--- config.mk ---
export PLATFORM = sky130hd
export DESIGN_NAME = link_heartbeat_watchdog_core_flat
export DESIGN_NICKNAME = d
export VERILOG_FILES = /design/src/rtl/core/lhw_pkg.sv /design/src/rtl/core/lhw_if.sv /design/src/rtl/core/lhw_cfg_regs.sv /design/src/rtl/core/lhw_divider.sv /design/src/rtl/core/link_heartbeat_watchdog_core.sv /design/src/flat_wrapper.sv
export SDC_FILE = /design/constraint.sdc
export NUM_CORES = 2
export LEC_CHECK = 0
export ABC_AREA = 1
export BUFFER_PORTS_ARGS = -buffer_cell sky130_fd_sc_hd__buf_2
export CORE_MARGIN = 1.5
export CORE_UTILIZATION = 31
export CTS_BUF_LIST = sky130_fd_sc_hd__clkbuf_4 sky130_fd_sc_hd__clkbuf_8 sky130_fd_sc_hd__clkbuf_16
export CTS_CLUSTER_DIAMETER = 150
export DETAILED_ROUTE_END_ITERATION = 10
export PLACE_DENSITY = 0.52
export SETUP_SLACK_MARGIN = 0.4
export SYNTH_ARGS = -nofsm -noshare
export SYNTH_HDL_FRONTEND = slang
export SYNTH_HIERARCHICAL = 1
export SYNTH_SLANG_ARGS = --single-unit
export TNS_END_PERCENT = 20
--- constraint.sdc ---
create_clock -name clk -period 9.8 [get_ports clk]
set_input_delay 1.96 -clock clk [delete_from_list [all_inputs] [get_ports clk]]
set_output_delay 1.96 -clock clk [all_outputs]
set_load 0.1 [all_outputs]
--- src/rtl/core/lhw_pkg.sv ---
`timescale 1ns / 1ps

package lhw_pkg;

    localparam int STALL_MULT_DEF = 4;

    localparam int TIME_W   = 32;
    localparam int RTT_W    = 16;
    localparam int IP_W     = 32;
    localparam int CNT_W    = 32;
    localparam int LOSS_W   = 14;
    localparam int ACT_W    = 2;
    localparam int CFG_IDX_W = 2;
    localparam int CFG_DAT_W = 32;

    localparam logic [ACT_W-1:0] ACT_REPLY   = 2'd0;
    localparam logic [ACT_W-1:0] ACT_TIMEOUT = 2'd1;
    localparam logic [ACT_W-1:0] ACT_TICK    = 2'd2;
    localparam logic [ACT_W-1:0] ACT_REPORT  = 2'd3;

    localparam logic [CFG_IDX_W-1:0] REG_PING_INTERVAL = 2'd0;
    localparam logic [CFG_IDX_W-1:0] REG_REBOOT_WINDOW = 2'd1;
    localparam logic [CFG_IDX_W-1:0] REG_REBOOT_ENABLE = 2'd2;

    localparam logic [TIME_W-1:0] PING_INTERVAL_RST = 32'd1000;
    localparam logic [TIME_W-1:0] REBOOT_WINDOW_RST = 32'd60000;
    localparam logic              REBOOT_ENABLE_RST = 1'b1;

    // loss = timeouts * 10000 / (replies + timeouts)
    localparam logic [LOSS_W-1:0] LOSS_SCALE = 14'd10000;
    localparam int PROD_W = CNT_W + LOSS_W;

    // shared divider: remainder holds a 33-bit divisor range
    localparam int DIV_REM_W = CNT_W + 1;
    localparam int DIV_DVD_W = CNT_W;
    localparam int DIV_CNT_W = 6;
    localparam logic [DIV_CNT_W-1:0] LOSS_STEPS = DIV_CNT_W'(LOSS_W);
    localparam logic [DIV_CNT_W-1:0] RTT_STEPS  = DIV_CNT_W'(DIV_DVD_W);

    typedef enum logic [2:0] {
        ST_IDLE,
        ST_EXEC,
        ST_LOSS_GO,
        ST_LOSS_WAIT,
        ST_RTT_GO,
        ST_RTT_WAIT,
        ST_DONE
    } state_t;

    typedef struct packed {
        logic [TIME_W-1:0] ping_interval_ms;
        logic [TIME_W-1:0] reboot_window_ms;
        logic              reboot_enable;
    } cfg_t;

    typedef struct packed {
        logic              reboot;
        logic              start_session;
        logic              stall_credit;
        logic              loss_valid;
        logic [LOSS_W-1:0] loss_hundredths;
        logic              rtt_valid;
        logic [RTT_W-1:0]  rtt_mean_ms;
    } res_t;

    typedef struct packed {
        logic busy;
        logic done;
    } div_status_t;

endpackage

--- src/rtl/core/lhw_if.sv ---
`timescale 1ns / 1ps

interface lhw_in_if;
    logic                         valid;
    logic                         ready;
    logic [lhw_pkg::ACT_W-1:0]    action;
    logic [lhw_pkg::TIME_W-1:0]   now_ms;
    logic [lhw_pkg::RTT_W-1:0]    rtt_ms;
    logic                         link_up;
    logic [lhw_pkg::IP_W-1:0]     target_ip;

    modport source (output valid, action, now_ms, rtt_ms, link_up, target_ip, input ready);
    modport sink   (input valid, action, now_ms, rtt_ms, link_up, target_ip, output ready);
endinterface

interface lhw_out_if;
    logic                         valid;
    logic                         ready;
    logic                         reboot;
    logic                         start_session;
    logic                         stall_credit;
    logic                         loss_valid;
    logic [lhw_pkg::LOSS_W-1:0]   loss_hundredths;
    logic                         rtt_valid;
    logic [lhw_pkg::RTT_W-1:0]    rtt_mean_ms;

    modport source (output valid, reboot, start_session, stall_credit, loss_valid,
                    loss_hundredths, rtt_valid, rtt_mean_ms, input ready);
    modport sink   (input valid, reboot, start_session, stall_credit, loss_valid,
                    loss_hundredths, rtt_valid, rtt_mean_ms, output ready);
endinterface

interface lhw_cfg_if;
    logic                            valid;
    logic                            ready;
    logic [lhw_pkg::CFG_IDX_W-1:0]   index;
    logic [lhw_pkg::CFG_DAT_W-1:0]   data;

    modport source (output valid, index, data, input ready);
    modport sink   (input valid, index, data, output ready);
endinterface

--- src/rtl/core/lhw_cfg_regs.sv ---
`timescale 1ns / 1ps

module lhw_cfg_regs (
    input  logic          clk,
    input  logic          rst_n,
    lhw_cfg_if.sink       cfg,
    output lhw_pkg::cfg_t regs
);

    lhw_pkg::cfg_t regs_reg;

    assign cfg.ready = 1'b1;
    assign regs      = regs_reg;

    always_ff @(posedge clk or negedge rst_n)
    begin
        if (!rst_n)
        begin
            regs_reg.ping_interval_ms <= lhw_pkg::PING_INTERVAL_RST;
            regs_reg.reboot_window_ms <= lhw_pkg::REBOOT_WINDOW_RST;
            regs_reg.reboot_enable    <= lhw_pkg::REBOOT_ENABLE_RST;
        end
        else if (cfg.valid)
        begin
            if (cfg.index == lhw_pkg::REG_PING_INTERVAL)
                regs_reg.ping_interval_ms <= cfg.data;
            if (cfg.index == lhw_pkg::REG_REBOOT_WINDOW)
                regs_reg.reboot_window_ms <= cfg.data;
            if (cfg.index == lhw_pkg::REG_REBOOT_ENABLE)
                regs_reg.reboot_enable <= cfg.data[0];
        end
    end

endmodule

--- src/rtl/core/lhw_divider.sv ---
`timescale 1ns / 1ps

// restoring divider, one quotient bit per cycle
module lhw_divider (
    input  logic                              clk,
    input  logic                              rst_n,
    input  logic                              start,
    input  logic [lhw_pkg::DIV_REM_W-1:0]     rem_init,
    input  logic [lhw_pkg::DIV_DVD_W-1:0]     dividend,
    input  logic [lhw_pkg::DIV_REM_W-1:0]     divisor,
    input  logic [lhw_pkg::DIV_CNT_W-1:0]     steps,
    output logic [lhw_pkg::DIV_DVD_W-1:0]     quotient,
    output lhw_pkg::div_status_t              status
);

    localparam int SH_W = lhw_pkg::DIV_REM_W + 1;

    logic [lhw_pkg::DIV_REM_W-1:0] rem_reg;
    logic [lhw_pkg::DIV_DVD_W-1:0] dvd_reg;
    logic [lhw_pkg::DIV_REM_W-1:0] dsr_reg;
    logic [lhw_pkg::DIV_DVD_W-1:0] quo_reg;
    logic [lhw_pkg::DIV_CNT_W-1:0] cnt_reg;
    logic [lhw_pkg::DIV_CNT_W-1:0] cnt_next;
    logic                          done_reg;
    logic                          done_next;

    logic [SH_W-1:0] shifted;
    logic [SH_W-1:0] diff;
    logic            fits;

    assign shifted = {rem_reg, dvd_reg[lhw_pkg::DIV_DVD_W-1]};
    assign diff    = shifted - {1'b0, dsr_reg};
    assign fits    = shifted >= {1'b0, dsr_reg};

    always_comb
    begin
        cnt_next  = cnt_reg;
        done_next = 1'b0;
        if (start)
            cnt_next = steps;
        else if (cnt_reg != '0)
        begin
            cnt_next  = cnt_reg - 1'b1;
            done_next = (cnt_reg == lhw_pkg::DIV_CNT_W'(1));
        end
    end

    always_ff @(posedge clk or negedge rst_n)
    begin
        if (!rst_n)
        begin
            cnt_reg  <= '0;
            done_reg <= 1'b0;
        end
        else
        begin
            cnt_reg  <= cnt_next;
            done_reg <= done_next;
        end
    end

    always_ff @(posedge clk)
    begin
        if (start)
        begin
            rem_reg <= rem_init;
            dvd_reg <= dividend;
            dsr_reg <= divisor;
            quo_reg <= '0;
        end
        else if (cnt_reg != '0)
        begin
            rem_reg <= fits ? diff[lhw_pkg::DIV_REM_W-1:0] : shifted[lhw_pkg::DIV_REM_W-1:0];
            dvd_reg <= {dvd_reg[lhw_pkg::DIV_DVD_W-2:0], 1'b0};
            quo_reg <= {quo_reg[lhw_pkg::DIV_DVD_W-2:0], fits};
        end
    end

    assign quotient    = quo_reg;
    assign status.busy = (cnt_reg != '0);
    assign status.done = done_reg;

endmodule

--- src/rtl/core/link_heartbeat_watchdog_core.sv ---
`timescale 1ns / 1ps

// Heartbeat watchdog core.
// item: one timestamped event word (reply, timeout, service tick, stats report).
// result: exactly one word per item; tick flags on ticks, loss and mean RTT on
// reports, all zero otherwise.
// cfg: register writes (0 ping interval, 1 reboot window, 2 reboot enable),
// always ready; write only while the core is idle.
// One item at a time: item.ready is high only in the idle state.
// A reply, timeout or tick passes the execute and done states before its result
// is registered; the core returns to idle as the result turns valid.
// A report runs the shared divider up to twice, 14 steps for the loss and 32 for
// the mean RTT; the loss division runs when any reply or timeout was counted,
// the RTT division only when replies were counted.
// The result sits in an output register; while the receiver stalls, the core
// finishes the next item and waits in its final state for the slot.
// Reset clears all counters and timestamps and loads the register defaults.
module link_heartbeat_watchdog_core #(
    parameter int STALL_MULT = lhw_pkg::STALL_MULT_DEF
) (
    input  logic       clk,
    input  logic       rst_n,
    lhw_in_if.sink     item,
    lhw_out_if.source  result,
    lhw_cfg_if.sink    cfg
);

    localparam int LIM_W = lhw_pkg::TIME_W + $clog2(STALL_MULT + 1);

    lhw_pkg::cfg_t        regs;
    lhw_pkg::state_t      state_reg;
    lhw_pkg::state_t      state_next;
    lhw_pkg::div_status_t div_status;

    logic [lhw_pkg::ACT_W-1:0]  act_reg;
    logic [lhw_pkg::TIME_W-1:0] now_reg;
    logic [lhw_pkg::RTT_W-1:0]  rtt_reg;
    logic                       link_reg;
    logic [lhw_pkg::IP_W-1:0]   target_reg;

    logic [lhw_pkg::TIME_W-1:0] last_reply_reg;
    logic [lhw_pkg::TIME_W-1:0] last_tick_reg;
    logic [lhw_pkg::IP_W-1:0]   watched_ip_reg;
    logic                       session_reg;
    logic                       armed_reg;
    logic [lhw_pkg::CNT_W-1:0]  reply_cnt_reg;
    logic [lhw_pkg::CNT_W-1:0]  timeout_cnt_reg;
    logic [lhw_pkg::CNT_W-1:0]  rtt_total_reg;

    logic [lhw_pkg::PROD_W-1:0]    prod_reg;
    logic [lhw_pkg::DIV_REM_W-1:0] total_reg;
    lhw_pkg::res_t                 res_reg;
    lhw_pkg::res_t                 out_reg;
    logic                          out_valid_reg;

    logic                          accept;
    logic                          out_free;
    logic [lhw_pkg::DIV_REM_W-1:0] total;
    logic [LIM_W-1:0]              limit;
    logic [lhw_pkg::TIME_W-1:0]    gap;
    logic [lhw_pkg::TIME_W-1:0]    since;
    logic                          stall;
    logic                          tick_act;
    logic                          tick_bad;
    logic                          tick_new;
    logic                          expire;

    logic                          div_start;
    logic [lhw_pkg::DIV_REM_W-1:0] div_rem_init;
    logic [lhw_pkg::DIV_DVD_W-1:0] div_dividend;
    logic [lhw_pkg::DIV_REM_W-1:0] div_divisor;
    logic [lhw_pkg::DIV_CNT_W-1:0] div_steps;
    logic [lhw_pkg::DIV_DVD_W-1:0] div_quotient;

    lhw_cfg_regs u_cfg (
        .clk   (clk),
        .rst_n (rst_n),
        .cfg   (cfg),
        .regs  (regs)
    );

    lhw_divider u_div (
        .clk      (clk),
        .rst_n    (rst_n),
        .start    (div_start),
        .rem_init (div_rem_init),
        .dividend (div_dividend),
        .divisor  (div_divisor),
        .steps    (div_steps),
        .quotient (div_quotient),
        .status   (div_status)
    );

    assign accept   = item.valid && item.ready;
    assign out_free = !out_valid_reg || result.ready;
    assign total    = {1'b0, reply_cnt_reg} + {1'b0, timeout_cnt_reg};

    // tick evaluation
    assign tick_act = (act_reg == lhw_pkg::ACT_TICK);
    assign limit    = LIM_W'(regs.ping_interval_ms) * LIM_W'(STALL_MULT);
    assign gap      = now_reg - last_tick_reg;
    assign stall    = (last_tick_reg != '0) && (LIM_W'(gap) > limit);
    assign tick_bad = !link_reg || (target_reg == '0);
    assign tick_new = !tick_bad && (!session_reg || (target_reg != watched_ip_reg));
    // a stall credit moves last reply to now, so the window cannot expire then
    assign since    = now_reg - last_reply_reg;
    assign expire   = !tick_bad && !tick_new && armed_reg && !stall
                      && (since > regs.reboot_window_ms);

    always_comb
    begin
        state_next = state_reg;
        unique case (state_reg)
            lhw_pkg::ST_IDLE:
                if (accept)
                    state_next = lhw_pkg::ST_EXEC;
            lhw_pkg::ST_EXEC:
                if (act_reg != lhw_pkg::ACT_REPORT)
                    state_next = lhw_pkg::ST_DONE;
                else if (total != '0)
                    state_next = lhw_pkg::ST_LOSS_GO;
                else if (reply_cnt_reg != '0)
                    state_next = lhw_pkg::ST_RTT_GO;
                else
                    state_next = lhw_pkg::ST_DONE;
            lhw_pkg::ST_LOSS_GO:
                state_next = lhw_pkg::ST_LOSS_WAIT;
            lhw_pkg::ST_LOSS_WAIT:
                if (div_status.done)
                    state_next = (reply_cnt_reg != '0) ? lhw_pkg::ST_RTT_GO : lhw_pkg::ST_DONE;
            lhw_pkg::ST_RTT_GO:
                state_next = lhw_pkg::ST_RTT_WAIT;
            lhw_pkg::ST_RTT_WAIT:
                if (div_status.done)
                    state_next = lhw_pkg::ST_DONE;
            lhw_pkg::ST_DONE:
                if (out_free)
                    state_next = lhw_pkg::ST_IDLE;
            default:
                state_next = lhw_pkg::ST_IDLE;
        endcase
    end

    always_comb
    begin
        item.ready   = 1'b0;
        div_start    = 1'b0;
        div_rem_init = '0;
        div_dividend = '0;
        div_divisor  = '0;
        div_steps    = '0;
        unique case (state_reg)
            lhw_pkg::ST_IDLE:
                item.ready = 1'b1;
            lhw_pkg::ST_LOSS_GO:
            begin
                // quotient is below 2^14, so the top bits start as the remainder
                div_start    = 1'b1;
                div_rem_init = lhw_pkg::DIV_REM_W'(prod_reg[lhw_pkg::PROD_W-1:lhw_pkg::LOSS_W]);
                div_dividend = {prod_reg[lhw_pkg::LOSS_W-1:0],
                                {(lhw_pkg::DIV_DVD_W - lhw_pkg::LOSS_W){1'b0}}};
                div_divisor  = total_reg;
                div_steps    = lhw_pkg::LOSS_STEPS;
            end
            lhw_pkg::ST_RTT_GO:
            begin
                div_start    = 1'b1;
                div_dividend = rtt_total_reg;
                div_divisor  = {1'b0, reply_cnt_reg};
                div_steps    = lhw_pkg::RTT_STEPS;
            end
            lhw_pkg::ST_EXEC, lhw_pkg::ST_LOSS_WAIT, lhw_pkg::ST_RTT_WAIT, lhw_pkg::ST_DONE:
            begin
            end
            default:
            begin
            end
        endcase
    end

    always_ff @(posedge clk or negedge rst_n)
    begin
        if (!rst_n)
            state_reg <= lhw_pkg::ST_IDLE;
        else
            state_reg <= state_next;
    end

    always_ff @(posedge clk)
    begin
        if (accept)
        begin
            act_reg    <= item.action;
            now_reg    <= item.now_ms;
            rtt_reg    <= item.rtt_ms;
            link_reg   <= item.link_up;
            target_reg <= item.target_ip;
        end
        if (state_reg == lhw_pkg::ST_EXEC)
        begin
            prod_reg  <= lhw_pkg::PROD_W'(timeout_cnt_reg) * lhw_pkg::PROD_W'(lhw_pkg::LOSS_SCALE);
            total_reg <= total;
        end
    end

    always_ff @(posedge clk or negedge rst_n)
    begin
        if (!rst_n)
        begin
            last_reply_reg  <= '0;
            last_tick_reg   <= '0;
            watched_ip_reg  <= '0;
            session_reg     <= 1'b0;
            armed_reg       <= 1'b0;
            reply_cnt_reg   <= '0;
            timeout_cnt_reg <= '0;
            rtt_total_reg   <= '0;
        end
        else if (state_reg == lhw_pkg::ST_EXEC)
        begin
            unique case (act_reg)
                lhw_pkg::ACT_REPLY:
                begin
                    last_reply_reg <= now_reg;
                    reply_cnt_reg  <= reply_cnt_reg + 1'b1;
                    rtt_total_reg  <= rtt_total_reg + lhw_pkg::CNT_W'(rtt_reg);
                    armed_reg      <= 1'b1;
                end
                lhw_pkg::ACT_TIMEOUT:
                    timeout_cnt_reg <= timeout_cnt_reg + 1'b1;
                lhw_pkg::ACT_TICK:
                begin
                    last_tick_reg <= now_reg;
                    if (stall || tick_bad || tick_new || (expire && !regs.reboot_enable))
                        last_reply_reg <= now_reg;
                    if (tick_new)
                    begin
                        armed_reg      <= 1'b0;
                        session_reg    <= 1'b1;
                        watched_ip_reg <= target_reg;
                    end
                end
                lhw_pkg::ACT_REPORT:
                begin
                end
                default:
                begin
                end
            endcase
        end
        else if ((state_reg == lhw_pkg::ST_DONE) && out_free && (act_reg == lhw_pkg::ACT_REPORT))
        begin
            reply_cnt_reg   <= '0;
            timeout_cnt_reg <= '0;
            rtt_total_reg   <= '0;
        end
    end

    always_ff @(posedge clk)
    begin
        if (state_reg == lhw_pkg::ST_EXEC)
        begin
            res_reg.reboot          <= tick_act && expire && regs.reboot_enable;
            res_reg.start_session   <= tick_act && tick_new;
            res_reg.stall_credit    <= tick_act && stall;
            res_reg.loss_valid      <= 1'b0;
            res_reg.loss_hundredths <= '0;
            res_reg.rtt_valid       <= 1'b0;
            res_reg.rtt_mean_ms     <= '0;
        end
        else if ((state_reg == lhw_pkg::ST_LOSS_WAIT) && div_status.done)
        begin
            res_reg.loss_valid      <= 1'b1;
            res_reg.loss_hundredths <= div_quotient[lhw_pkg::LOSS_W-1:0];
        end
        else if ((state_reg == lhw_pkg::ST_RTT_WAIT) && div_status.done)
        begin
            res_reg.rtt_valid   <= 1'b1;
            res_reg.rtt_mean_ms <= div_quotient[lhw_pkg::RTT_W-1:0];
        end
    end

    always_ff @(posedge clk or negedge rst_n)
    begin
        if (!rst_n)
            out_valid_reg <= 1'b0;
        else if ((state_reg == lhw_pkg::ST_DONE) && out_free)
            out_valid_reg <= 1'b1;
        else if (result.ready)
            out_valid_reg <= 1'b0;
    end

    always_ff @(posedge clk)
    begin
        if ((state_reg == lhw_pkg::ST_DONE) && out_free)
            out_reg <= res_reg;
    end

    assign result.valid           = out_valid_reg;
    assign result.reboot          = out_reg.reboot;
    assign result.start_session   = out_reg.start_session;
    assign result.stall_credit    = out_reg.stall_credit;
    assign result.loss_valid      = out_reg.loss_valid;
    assign result.loss_hundredths = out_reg.loss_hundredths;
    assign result.rtt_valid       = out_reg.rtt_valid;
    assign result.rtt_mean_ms     = out_reg.rtt_mean_ms;

endmodule
--- src/flat_wrapper.sv ---
// flat-port wrapper written by rule: the top's interface ports become plain ports
module link_heartbeat_watchdog_core_flat 
#(
    parameter int STALL_MULT = lhw_pkg::STALL_MULT_DEF
)
  (clk, rst_n, item_valid, item_action, item_now_ms, item_rtt_ms, item_link_up, item_target_ip, item_ready, result_valid, result_reboot, result_start_session, result_stall_credit, result_loss_valid, result_loss_hundredths, result_rtt_valid, result_rtt_mean_ms, result_ready, cfg_valid, cfg_index, cfg_data, cfg_ready);
  lhw_in_if item_i ();
  lhw_out_if result_i ();
  lhw_cfg_if cfg_i ();
  input  logic clk;
  input  logic rst_n;
  input wire logic [$bits(item_i.valid)-1:0] item_valid;
  input wire logic [$bits(item_i.action)-1:0] item_action;
  input wire logic [$bits(item_i.now_ms)-1:0] item_now_ms;
  input wire logic [$bits(item_i.rtt_ms)-1:0] item_rtt_ms;
  input wire logic [$bits(item_i.link_up)-1:0] item_link_up;
  input wire logic [$bits(item_i.target_ip)-1:0] item_target_ip;
  output wire logic [$bits(item_i.ready)-1:0] item_ready;
  output wire logic [$bits(result_i.valid)-1:0] result_valid;
  output wire logic [$bits(result_i.reboot)-1:0] result_reboot;
  output wire logic [$bits(result_i.start_session)-1:0] result_start_session;
  output wire logic [$bits(result_i.stall_credit)-1:0] result_stall_credit;
  output wire logic [$bits(result_i.loss_valid)-1:0] result_loss_valid;
  output wire logic [$bits(result_i.loss_hundredths)-1:0] result_loss_hundredths;
  output wire logic [$bits(result_i.rtt_valid)-1:0] result_rtt_valid;
  output wire logic [$bits(result_i.rtt_mean_ms)-1:0] result_rtt_mean_ms;
  input wire logic [$bits(result_i.ready)-1:0] result_ready;
  input wire logic [$bits(cfg_i.valid)-1:0] cfg_valid;
  input wire logic [$bits(cfg_i.index)-1:0] cfg_index;
  input wire logic [$bits(cfg_i.data)-1:0] cfg_data;
  output wire logic [$bits(cfg_i.ready)-1:0] cfg_ready;
  assign item_i.valid = item_valid;
  assign item_i.action = item_action;
  assign item_i.now_ms = item_now_ms;
  assign item_i.rtt_ms = item_rtt_ms;
  assign item_i.link_up = item_link_up;
  assign item_i.target_ip = item_target_ip;
  assign item_ready = item_i.ready;
  assign result_valid = result_i.valid;
  assign result_reboot = result_i.reboot;
  assign result_start_session = result_i.start_session;
  assign result_stall_credit = result_i.stall_credit;
  assign result_loss_valid = result_i.loss_valid;
  assign result_loss_hundredths = result_i.loss_hundredths;
  assign result_rtt_valid = result_i.rtt_valid;
  assign result_rtt_mean_ms = result_i.rtt_mean_ms;
  assign result_i.ready = result_ready;
  assign cfg_i.valid = cfg_valid;
  assign cfg_i.index = cfg_index;
  assign cfg_i.data = cfg_data;
  assign cfg_ready = cfg_i.ready;
  link_heartbeat_watchdog_core #(.STALL_MULT(STALL_MULT)) u_core (.clk(clk), .rst_n(rst_n), .item(item_i), .result(result_i), .cfg(cfg_i));
endmodule
==> results by group <==
CTS
  • Clk slew on worst S/H paths: 0.06 ns
  • # H-tree levels: 3
  • Post-CTS setup buffer count: 0
  • CTS root buffer: clkbuf_16
  • Longest Clk Path Bufs: 3
  • Cts hold-fix bufs: 0
  • CTS tree: done
  • CTS buffer count: 73
  • Cts repair resizes: 0
  • Sink Count: 612
  • Clock latency on the worst-skew pair: 0.67 ns

Detailed routing
  • Drt total wl: 122000 um
  • Antenna-violating nets left: 0
  • DR vias/cell: 4.67
  • DR vias: 34.1k
  • Drc violations: 0
  • DR iter-0 viols: 2080
  • Drt pass-1 iters: 5
  • Wire per inst: 16.7 um

Critical path
  • Worst R2R Setup Slack: 3.83 ns
  • Largest fanout on the critical path: 33
  • CP max stage delay: 0.89 ns
  • WS Path Type: reg2reg
  • Critical register-to-register path startpoint: u_core/now_reg[0]$_DFFE_PP_
  • Critical Path Slowest Stage Cell: nand2_1
  • CP Capture Type: register
  • Worst R2R Path Depth: 29
  • CP Launch Point: u_core/now_reg[0]$_DFFE_PP_
  • CP dominant cell by count: nand2_1
  • Worst EP required: 10.38 ns
  • CP Launch Type: register
  • Reg2reg end: u_core/last_reply_reg[8]$_DFFE_PN0P_
  • Critical path arrival: 6.56 ns

Timing
  • Fin crit share: 61.0%
  • Endpoints failing setup: 0
  • Slew margin rel.: 19.0%
  • Final hold vios: 0
  • Pins over their slew limit: 0
  • Slew @ Worst Pin: 1.21 ns
  • Hold WS: 0.417 ns
  • Skew final: 0.0309 ns
  • RSZ-0062 raised after global routing: no
  • F_max: 167 MHz
  • Total negative slack: 0 ns
  • Period minus WS final: 5.97 ns

Worst hold path
  • Worst Hold Class: reg2reg
  • WHS Path Cells: 0
  • Hold EP: u_core/result.stall_credit$_DFFE_PP_
  • Hold wc startpoint: u_core/res_reg[32]$_DFFE_PP_

Logic synthesis
  • Post-Syn Area: 42000 um2
  • Avg Synthesized Cell Area: 7.88 um2
  • Synth warn: 6
  • Cells after Synth: 5330

Final layout
  • Nets: 6037
  • Layout cell share with drive strength beyond 1: 7.25%
  • Max reg flops: 65
  • Syn-to-layout area delta: 12.5%

Floorplan
  • Die Ht: 371 um
  • Cell Rows: 134
  • Starting Density: 31.4%
  • Die W: 371 um
  • Die area: 138000 um2
  • Core area: 134000 um2
  • Top-Level Pins: 160

Global routing
  • Total Routing Usage GR: 17.7%
  • Grt ovf: 0
  • First-pass GRT wire length: 191000 um
  • Initial antenna violation count: 6
  • Vias in the first global route: 33.2k
  • Pin count of the biggest net entering global routing: 123

Placement
  • Post-DP HPWL: 95300 um
  • IO buf count: 158
  • RePlAce Congestion: 0.922

Status
  • Status: complete, no violations

Flow run
  • Max-Cap Viols: 0
-- metal layers --
layer,up-vias,global-route usage (%),part of all wire (%)
met5,-,0,0
met3,121,1.85,3.9
met2,598,28.5,45
met4,0,4.44,1.9
met1,16039,25.3,49
li1,17372,-,-
-- critical path: cells and delay by family, from the launching register on --
kind	cells	cell delay [ns]
xor gates and xnor gates	1	0.18
adders and majority gates	3	0.87
DFF	1	0.35
buffers and inverters	4	0.47
AOI/OAI and AO/OA	9	2.08
and+or+nand+nor	12	1.94
-- placed cells by master, fill, tap and decap left out, types with 24 or more instances in the layout --
cell          n
a21oi_1     324
a31oi_1      24
buf_2       157
clkbuf_16    75
dfrtp_1     256
dfxtp_1      48
edfxtp_1    294
fa_1         88
ha_1        356
inv_1      1030
nand2_1    1374
nand3_1     291
nand4_1      83
nor2_1      346
nor3_1       59
nor4_1       37
o21ai_0     219
xnor2_1      49
xor2_1       80
-- layout make-up --
| class | count | area [um2] |
|---|---|---|
| Clock buffer | 101 | 2100 |
| Fill cell | 13994 | 86700 |
| Timing Repair Buffer | 179 | 971 |
| Antenna cell | 1 | 2.50 |
| Inverter | 1047 | 3940 |
| Multi-Input combinational cell | 3558 | 21000 |
| Tap cell | 1768 | 2210 |
| Sequential cell | 612 | 16600 |
| Clock inverter | 35 | 428 |
-- per-stage QoR --
| step | util [%] | cell area, um2 | instances | worst slack (ns) |
|---|---|---|---|---|
| floorplan | - | 42000 | 5332 | 2.76 |
| global placement | 33.4 | 44700 | 7164 | 3.96 |
| detailed placement | 33.4 | 44700 | 7164 | 3.86 |
| CTS | 35.3 | 47300 | 7300 | 3.83 |
| global route | 35.3 | 47300 | 7300 | 3.11 |
| finish | 35.3 | 47300 | 7301 | 3.83 |
-- how the worst max path moves through the flow --
stage,cells past startpoint,endpoint
floorplan,2,u_core/act_reg[0]$_DFFE_PP_
detailed placement,24,u_core/last_reply_reg[15]$_DFFE_PN0P_
CTS,24,u_core/last_reply_reg[1]$_DFFE_PN0P_
global placement,29,u_core/last_reply_reg[28]$_DFFE_PN0P_
global route,24,u_core/last_reply_reg[1]$_DFFE_PN0P_
finish,29,u_core/last_reply_reg[8]$_DFFE_PN0P_
Power is left out: the tool's default activity adds up to more than one toggle a clock period on the data nets, which glitch-free logic cannot reach.
